[src/rtl/core/dcd_pkg.sv]
// Shared constants, types and helper functions for the directed cycle detector.
// No dependencies; imported by dcd_engine and directed_cycle_detector_top.
`timescale 1ns / 1ps

package dcd_pkg;

  localparam int MAX_VERTICES = 32;
  localparam int ROW_W        = 32;
  localparam int IDX_W        = 5;   // vertex / row address
  localparam int VCNT_W       = 6;   // vertex_count register
  localparam int DEPTH_W      = 6;   // stack depth, holds 0..32
  localparam int NEXT_W       = 6;   // next column to scan, holds 0..32

  typedef logic [ROW_W-1:0] row_t;

  // one saved stack frame: vertex and the column to resume at
  typedef struct packed {
    logic [IDX_W-1:0]  vertex;
    logic [NEXT_W-1:0] next;
  } stack_entry_t;

  // engine status seen by the top level
  typedef struct packed {
    logic idle;
    logic done;
    logic found;
  } dcd_status_t;

  // lowest set bit; MSB of the result flags an empty vector
  function automatic logic [IDX_W:0] first_set(input row_t v);
    logic [IDX_W:0] r;
    r = {1'b1, {IDX_W{1'b0}}};
    for (int k = ROW_W - 1; k >= 0; k--) begin
      if (v[k]) begin
        r = {1'b0, IDX_W'(k)};
      end
    end
    return r;
  endfunction

endpackage

[src/rtl/core/dcd_engine.sv]
// Search engine: adjacency row memory, DFS stack memory, colour vectors and sequencer.
// Depends on dcd_pkg.
`timescale 1ns / 1ps

module dcd_engine import dcd_pkg::*; (
  input  logic              clk,
  input  logic              rst,
  input  logic              load_en,
  input  logic [IDX_W-1:0]  load_index,
  input  row_t              load_bits,
  input  logic              start,
  input  logic [VCNT_W-1:0] vertex_count,
  input  logic              result_take,
  output dcd_status_t       status
);

  localparam logic [2:0] S_IDLE  = 3'd0;
  localparam logic [2:0] S_START = 3'd1;
  localparam logic [2:0] S_SCAN  = 3'd2;
  localparam logic [2:0] S_POP   = 3'd3;
  localparam logic [2:0] S_DONE  = 3'd4;

  logic [2:0]         state;
  row_t               grey;
  row_t               black;
  logic [IDX_W-1:0]   top_vertex;
  logic [NEXT_W-1:0]  top_next;
  logic [DEPTH_W-1:0] depth;
  logic               found;

  row_t               adj_mem [MAX_VERTICES];
  row_t               adj_q;
  stack_entry_t       stack_mem [MAX_VERTICES];
  stack_entry_t       stack_q;

  logic               adj_rd_en;
  logic [IDX_W-1:0]   adj_rd_addr;
  logic               stk_wr_en;
  logic [IDX_W-1:0]   stk_wr_addr;
  stack_entry_t       stk_wr_data;
  logic               stk_rd_en;
  logic [IDX_W-1:0]   stk_rd_addr;

  logic [VCNT_W-1:0]  n_used;
  row_t               n_mask;
  row_t               ge_mask;
  row_t               white;
  row_t               cand;
  logic [IDX_W:0]     wsel;
  logic [IDX_W:0]     csel;
  logic [DEPTH_W-1:0] depth_m1;
  logic [DEPTH_W-1:0] depth_m2;
  logic [NEXT_W-1:0]  resume_col;

  assign n_used = (vertex_count > VCNT_W'(MAX_VERTICES)) ? VCNT_W'(MAX_VERTICES)
                                                         : vertex_count;

  always_comb begin
    for (int k = 0; k < ROW_W; k++) begin
      n_mask[k]  = (VCNT_W'(k) < n_used);
      ge_mask[k] = (NEXT_W'(k) >= top_next);
    end
  end

  assign white      = ~(grey | black) & n_mask;
  assign wsel       = first_set(white);
  // black targets are finished; the first remaining edge decides: grey is a cycle,
  // white is a push
  assign cand       = adj_q & ge_mask & n_mask & ~black;
  assign csel       = first_set(cand);
  assign depth_m1   = depth - DEPTH_W'(1);
  assign depth_m2   = depth - DEPTH_W'(2);
  assign resume_col = {1'b0, csel[IDX_W-1:0]} + NEXT_W'(1);

  // memory port control; the top frame lives in registers, so pushes and pops
  // never touch the same stack entry in one cycle
  always_comb begin
    adj_rd_en   = 1'b0;
    adj_rd_addr = '0;
    stk_wr_en   = 1'b0;
    stk_wr_addr = depth_m1[IDX_W-1:0];
    stk_wr_data = '{vertex: top_vertex, next: resume_col};
    stk_rd_en   = 1'b0;
    stk_rd_addr = depth_m2[IDX_W-1:0];
    unique case (state)
      S_START: begin
        if (!wsel[IDX_W]) begin
          adj_rd_en   = 1'b1;
          adj_rd_addr = wsel[IDX_W-1:0];
        end
      end
      S_SCAN: begin
        if (!csel[IDX_W]) begin
          if (!grey[csel[IDX_W-1:0]]) begin
            adj_rd_en   = 1'b1;
            adj_rd_addr = csel[IDX_W-1:0];
            stk_wr_en   = 1'b1;
          end
        end else if (depth != DEPTH_W'(1)) begin
          stk_rd_en = 1'b1;
        end
      end
      S_POP: begin
        adj_rd_en   = 1'b1;
        adj_rd_addr = stack_q.vertex;
      end
      default: begin
      end
    endcase
  end

  always_ff @(posedge clk) begin
    if (load_en) begin
      adj_mem[load_index] <= load_bits;
    end
    if (adj_rd_en) begin
      adj_q <= adj_mem[adj_rd_addr];
    end
  end

  always_ff @(posedge clk) begin
    if (stk_wr_en) begin
      stack_mem[stk_wr_addr] <= stk_wr_data;
    end
    if (stk_rd_en) begin
      stack_q <= stack_mem[stk_rd_addr];
    end
  end

  always_ff @(posedge clk) begin
    if (rst) begin
      state <= S_IDLE;
      depth <= '0;
      found <= 1'b0;
    end else begin
      unique case (state)
        S_IDLE: begin
          if (start) begin
            grey  <= '0;
            black <= '0;
            state <= S_START;
          end
        end
        S_START: begin
          if (wsel[IDX_W]) begin
            found <= 1'b0;
            state <= S_DONE;
          end else begin
            grey[wsel[IDX_W-1:0]] <= 1'b1;
            top_vertex <= wsel[IDX_W-1:0];
            top_next   <= '0;
            depth      <= DEPTH_W'(1);
            state      <= S_SCAN;
          end
        end
        S_SCAN: begin
          if (!csel[IDX_W]) begin
            if (grey[csel[IDX_W-1:0]]) begin
              found <= 1'b1;
              state <= S_DONE;
            end else begin
              grey[csel[IDX_W-1:0]] <= 1'b1;
              top_vertex <= csel[IDX_W-1:0];
              top_next   <= '0;
              depth      <= depth + DEPTH_W'(1);
            end
          end else begin
            black[top_vertex] <= 1'b1;
            grey[top_vertex]  <= 1'b0;
            depth             <= depth_m1;
            state             <= (depth == DEPTH_W'(1)) ? S_START : S_POP;
          end
        end
        S_POP: begin
          top_vertex <= stack_q.vertex;
          top_next   <= stack_q.next;
          state      <= S_SCAN;
        end
        S_DONE: begin
          if (result_take) begin
            state <= S_IDLE;
          end
        end
        default: begin
          state <= S_IDLE;
        end
      endcase
    end
  end

  assign status = '{idle: (state == S_IDLE), done: (state == S_DONE), found: found};

endmodule

[src/rtl/core/directed_cycle_detector_top.sv]
// Top level of the directed cycle detector: config register, input handshake,
// result register. Depends on dcd_pkg and dcd_engine.
`timescale 1ns / 1ps

// Adjacency rows are taken one per cycle while the block is idle; a row with
// last_row set starts a depth-first search over vertices below vertex_count
// (clamped to 32) and produces one has_cycle result. Pushes and edge decisions
// are made in the scan state; a pop must read the stack memory and then the
// adjacency memory (both synchronous reads). The result register loads from the
// finished search once it is free. Input is not taken during a search. A
// finished result waits in the output register while new rows load.
module directed_cycle_detector_top import dcd_pkg::*; (
  input  logic              clk,
  input  logic              rst,
  input  logic              cfg_wr_en,
  input  logic [VCNT_W-1:0] cfg_wr_data,
  input  logic              in_valid,
  output logic              in_ready,
  input  logic [IDX_W-1:0]  row_index,
  input  row_t              row_bits,
  input  logic              last_row,
  output logic              out_valid,
  input  logic              out_ready,
  output logic              has_cycle
);

  logic [VCNT_W-1:0] vertex_count;
  logic              in_xfer;
  logic              result_take;
  dcd_status_t       status;

  always_ff @(posedge clk) begin
    if (rst) begin
      vertex_count <= '0;
    end else if (cfg_wr_en) begin
      vertex_count <= cfg_wr_data;
    end
  end

  assign in_ready    = status.idle;
  assign in_xfer     = in_valid & in_ready;
  assign result_take = status.done & (~out_valid | out_ready);

  dcd_engine u_engine (
    .clk          (clk),
    .rst          (rst),
    .load_en      (in_xfer),
    .load_index   (row_index),
    .load_bits    (row_bits),
    .start        (in_xfer & last_row),
    .vertex_count (vertex_count),
    .result_take  (result_take),
    .status       (status)
  );

  always_ff @(posedge clk) begin
    if (rst) begin
      out_valid <= 1'b0;
    end else if (result_take) begin
      out_valid <= 1'b1;
    end else if (out_ready) begin
      out_valid <= 1'b0;
    end
  end

  always_ff @(posedge clk) begin
    if (result_take) begin
      has_cycle <= status.found;
    end
  end

endmodule
[config.mk]
export PLATFORM = sky130hd
export DESIGN_NAME = directed_cycle_detector_top
export DESIGN_NICKNAME = d
export VERILOG_FILES = /design/src/rtl/core/dcd_pkg.sv /design/src/rtl/core/dcd_engine.sv /design/src/rtl/core/directed_cycle_detector_top.sv
export SDC_FILE = /design/constraint.sdc
export NUM_CORES = 2
export LEC_CHECK = 0
export BUFFER_PORTS_ARGS = -buffer_cell sky130_fd_sc_hd__clkbuf_2
export CORE_MARGIN = 4
export CORE_UTILIZATION = 35
export CTS_CLUSTER_SIZE = 24
export DETAILED_ROUTE_END_ITERATION = 6
export PLACE_DENSITY = 0.46
export SETUP_SLACK_MARGIN = 0.4
export SYNTH_ARGS = -nofsm -noshare
export SYNTH_HDL_FRONTEND = slang
export SYNTH_HIERARCHICAL = 1
export SYNTH_SLANG_ARGS = --single-unit
[constraint.sdc]
create_clock -name clk -period 24.9 [get_ports clk]
set_input_delay 0 -clock clk [delete_from_list [all_inputs] [get_ports clk]]
set_output_delay 0 -clock clk [all_outputs]
set_load 0.02 [all_outputs]
==> impl_metrics.tcl <==
set metrics [dict create \
    status "finished, final reports clean" \
    p_int_mw 4.27 \
    viasPerCell 5.80 \
    whs_ps 93.4 \
    min_period_ps 7900 \
    slowest_stage "o31ai_4" \
    setup_tns_ps 0 \
    track_usage_pct 20.7 \
    crit_path_max_incr_delay_ps 1000 \
    max_freq_mhz 127 \
    p_leak_nw 23.5 \
    async_flop_share_pct 0 \
    reg2reg_slack_ps 17000 \
    initial_core_util_pct 35.1 \
    post_cts_buffers 0 \
    dp_hpwl_mm 113 \
    synth_cell_type_count 94 \
    rsz0062_at_grt "false" \
    worstPathCellList "nor2_1, a211oi_2, a41oi_1, a31oi_1, a21oi_1, o31ai_4, mux2i_1, o22ai_1, or3_1, o21bai_4, a21o_4, buf_4, buf_4, mux2i_1, mux2i_1, o2111ai_1, nand4_1" \
    fin_crit_sh_pct 31.7 \
    synth_compound_area_share_pct 9.77 \
    dieArea_sq_um 191000 \
    ant_nets 0 \
    worst_pin_slew_ps 1160 \
    areaGrowthSynthToFinish_pct 14.0 \
    wl_per_cell_um 29.3 \
    synthMuxAreaShare_pct 8.33 \
    yosysSeqAreaShare_pct 70.4 \
    cp_top_family "compound AO/OA/AOI/OAI gates" \
    cts_max_level 4 \
    firstDrtPassIters 6 \
    antenna_found_initial 17 \
    path_common_cell "mux2i_1" \
    r2r_start "vertex_count[5]$_SDFFE_PP0P_" \
    crit_path_end_kind "flop" \
    cts.sinks 1512 \
    seqPwrFrac_pct 51.4 \
    first_global_vias 38500 \
    cts_resized 0 \
    yosys_warnings 6 \
    via_count 40100 \
    setup_viol 0 \
    max_slew_margin_pct 22.6 \
    synth-xor-area-share_pct 0.150 \
    required_ps 25400 \
    hold_path_class "input port to flop" \
    ff2ff_path_depth 17 \
    worstSkewPairLatency_ps 810 \
    synthSimpleGateAreaFrac_pct 8.82 \
    drive_above_1_share_pct 13.3 \
    synth_fa_ha_area_share_pct 0.272 \
    avgSynthCellArea_sq_um 15.2 \
    cts.reportedPaths.clkPinSlew_ps 60 \
    p_sw_share_pct 23.2 \
    cts_made_buffers 168 \
    nets 4371 \
    min_to "u_engine/adj_mem[28][4]$_DFFE_PP_" \
    chipWidth_um 437 \
    fin_skew_ps 40.3 \
    synth_top_flop_cell "edfxtp_1" \
    ir_drop_v 0.0000619 \
    clock_power_share_pct 41.9 \
    place.gp.congestion 0.892 \
    clock_path_buffers 3 \
    arrival_ps 8410 \
    powerDensity_nw_per_um2 75.9 \
    route.detailed.drc 0 \
    crit_type "flop to flop" \
    critical_path_buf_inv_count 2 \
    wl_mm 203 \
    r2r-end "u_engine/adj_q[1]$_DFFE_PP_" \
    die_h_um 437 \
    syn_inst 4226 \
    holdCritStartpoint "row_index[1]" \
    power.share.combinational_pct 6.7 \
    hold_violations 0 \
    syn_nets 4289 \
    startpoint_type "flop" \
    switchingPower_mw 1.29 \
    placement.io_buffers 51 \
    cts-root-buf "clkbuf_16" \
    hold_path_depth 3 \
    rows 157 \
    grt_pass1_wl_mm 287 \
    slew_viol_final 0 \
    netlist_area_sq_um 64300 \
    final_common_cell "edfxtp_1" \
    crit_path_max_fanout 68 \
    cts_hold_buf 65 \
    layout_common_cells "edfxtp_1 (1,495), nand2_1 (387), mux2i_1 (273)" \
    drtIter0Drc 4175 \
    grt.overflow.total 0 \
    maxCapViolCount 0 \
    ys_seq_elements 1512 \
    synth_top_family_by_area "compound AO/OA/AOI/OAI gates" \
    synth_edf_count 1495 \
    core_sq_um 183000 \
    io_pins 52 \
    grt_max_degree 130 \
    cts_tree "yes" \
]
registers in the layout, indices dropped and copies added (netlist names):
name                 count
has_cycle                1
u_engine/adj_q          32
u_engine/depth           6
vertex_count             6
u_engine/grey           32
out_valid                1
u_engine/found           1
u_engine/state           3
u_engine/black          32
u_engine/stack_q        11
u_engine/adj_mem      1024
u_engine/stack_mem     352
u_engine/top_vertex      5
u_engine/top_next        6
worst max path at each step:
| stage | from | end | slack [ps] | depth (start not counted) |
|---|---|---|---|---|
| after floorplan | vertex_count[4]$_SDFFE_PP0P_ | u_engine/grey[0]$_DFFE_PP_ | 15830 | 13 |
| after global placement | vertex_count[5]$_SDFFE_PP0P_ | u_engine/adj_q[12]$_DFFE_PP_ | 17260 | 17 |
| after detailed placement | vertex_count[5]$_SDFFE_PP0P_ | u_engine/adj_q[12]$_DFFE_PP_ | 17140 | 17 |
| after CTS | vertex_count[5]$_SDFFE_PP0P_ | u_engine/adj_q[12]$_DFFE_PP_ | 17120 | 17 |
| after global routing | vertex_count[5]$_SDFFE_PP0P_ | u_engine/adj_q[1]$_DFFE_PP_ | 16600 | 17 |
| final | vertex_count[5]$_SDFFE_PP0P_ | u_engine/adj_q[1]$_DFFE_PP_ | 17000 | 17 |
metrics by stage:
step                      utilization, %  power, mW  area, sq um  worst slack [ps]  std cells
after floorplan                        -       3.11        64300             15830       4226
after global placement              36.9       3.27        67500             17260       6537
after detailed placement            36.9       3.27        67500             17140       6537
after CTS                           40.1       5.62        73300             17120       6903
after global routing                40.1       5.76        73300             16600       6903
final                               40.1       5.56        73300             17000       6909
layer usage:
metal,up-vias,GRT usage (%),routed length (um)
met5,-,0,85
met2,1496,31.1,90100
met1,20900,30.4,92700
li1,17300,-,-
met4,14,5.47,5160
met3,307,4.43,14500
power groups by stage:
stage | Sequential, mW | Clock [mW] | Combinational, mW
after floorplan | 2.89 | 0 | 0.219
after global placement | 2.91 | 0 | 0.361
after detailed placement | 2.91 | 0 | 0.363
after CTS | 2.86 | 2.39 | 0.374
after global routing | 2.86 | 2.50 | 0.400
final | 2.86 | 2.33 | 0.372
cell usage after synthesis (7+ instances only):
master	number	area, sq um
clkbuf_1	197	739
dfxtp_1	17	340
a41oi_1	8	70.1
mux2_2	13	146
ha_1	14	175
nor3_1	39	195
nand2_1	388	1460
o2111ai_1	32	280
a31oi_1	10	62.6
buf_6	11	124
nand2b_1	20	125
a21o_1	9	67.6
a21oi_1	106	531
a221oi_1	161	1410
a22oi_1	8	60.1
and3_1	18	113
nand3b_1	9	67.6
xnor2_1	9	78.8
o31ai_1	8	60.1
buf_1	21	78.8
o221ai_1	154	1350
nor3b_1	7	52.6
nor2_1	185	694
nor4_1	20	125
or3_1	14	87.6
o211ai_1	32	240
a211oi_1	15	113
nand3_1	208	1040
or2_2	7	43.8
o22ai_1	10	62.6
inv_1	27	101
nand4_1	69	432
a32oi_1	35	307
mux4_2	110	2480
o21ai_0	33	165
edfxtp_1	1495	44900
mux2i_1	273	2730
buf_2	76	380
and2_1	140	876
a211o_1	7	61.3
a311oi_1	100	876
nor2b_1	10	62.6
worst min-delay path: cells and delay by family:
kind                   cells  cell delay [ps]
buffers and inverters      1              100
and+or+nand+nor            2              580
final cells by class:
class                      count  area (sq um)
antenna                        6          15.0
clock buffer                 222          4480
clock inverter                79           654
fill                       16700        110000
inverter                      27           101
multi-input combinational   2376         18000
sequential                  1512         45200
tap                         2464          3080
timing repair buffer         223          1730
cells by family after synthesis:
| family | after synthesis |
|---|---|
| buf+inv | 338 |
| mux | 396 |
| flops | 1512 |
| simple gates | 1167 |
| fa+ha+maj | 14 |
| xor+xnor | 11 |
| compound gates | 788 |
(Power assumes the default switching activity.)
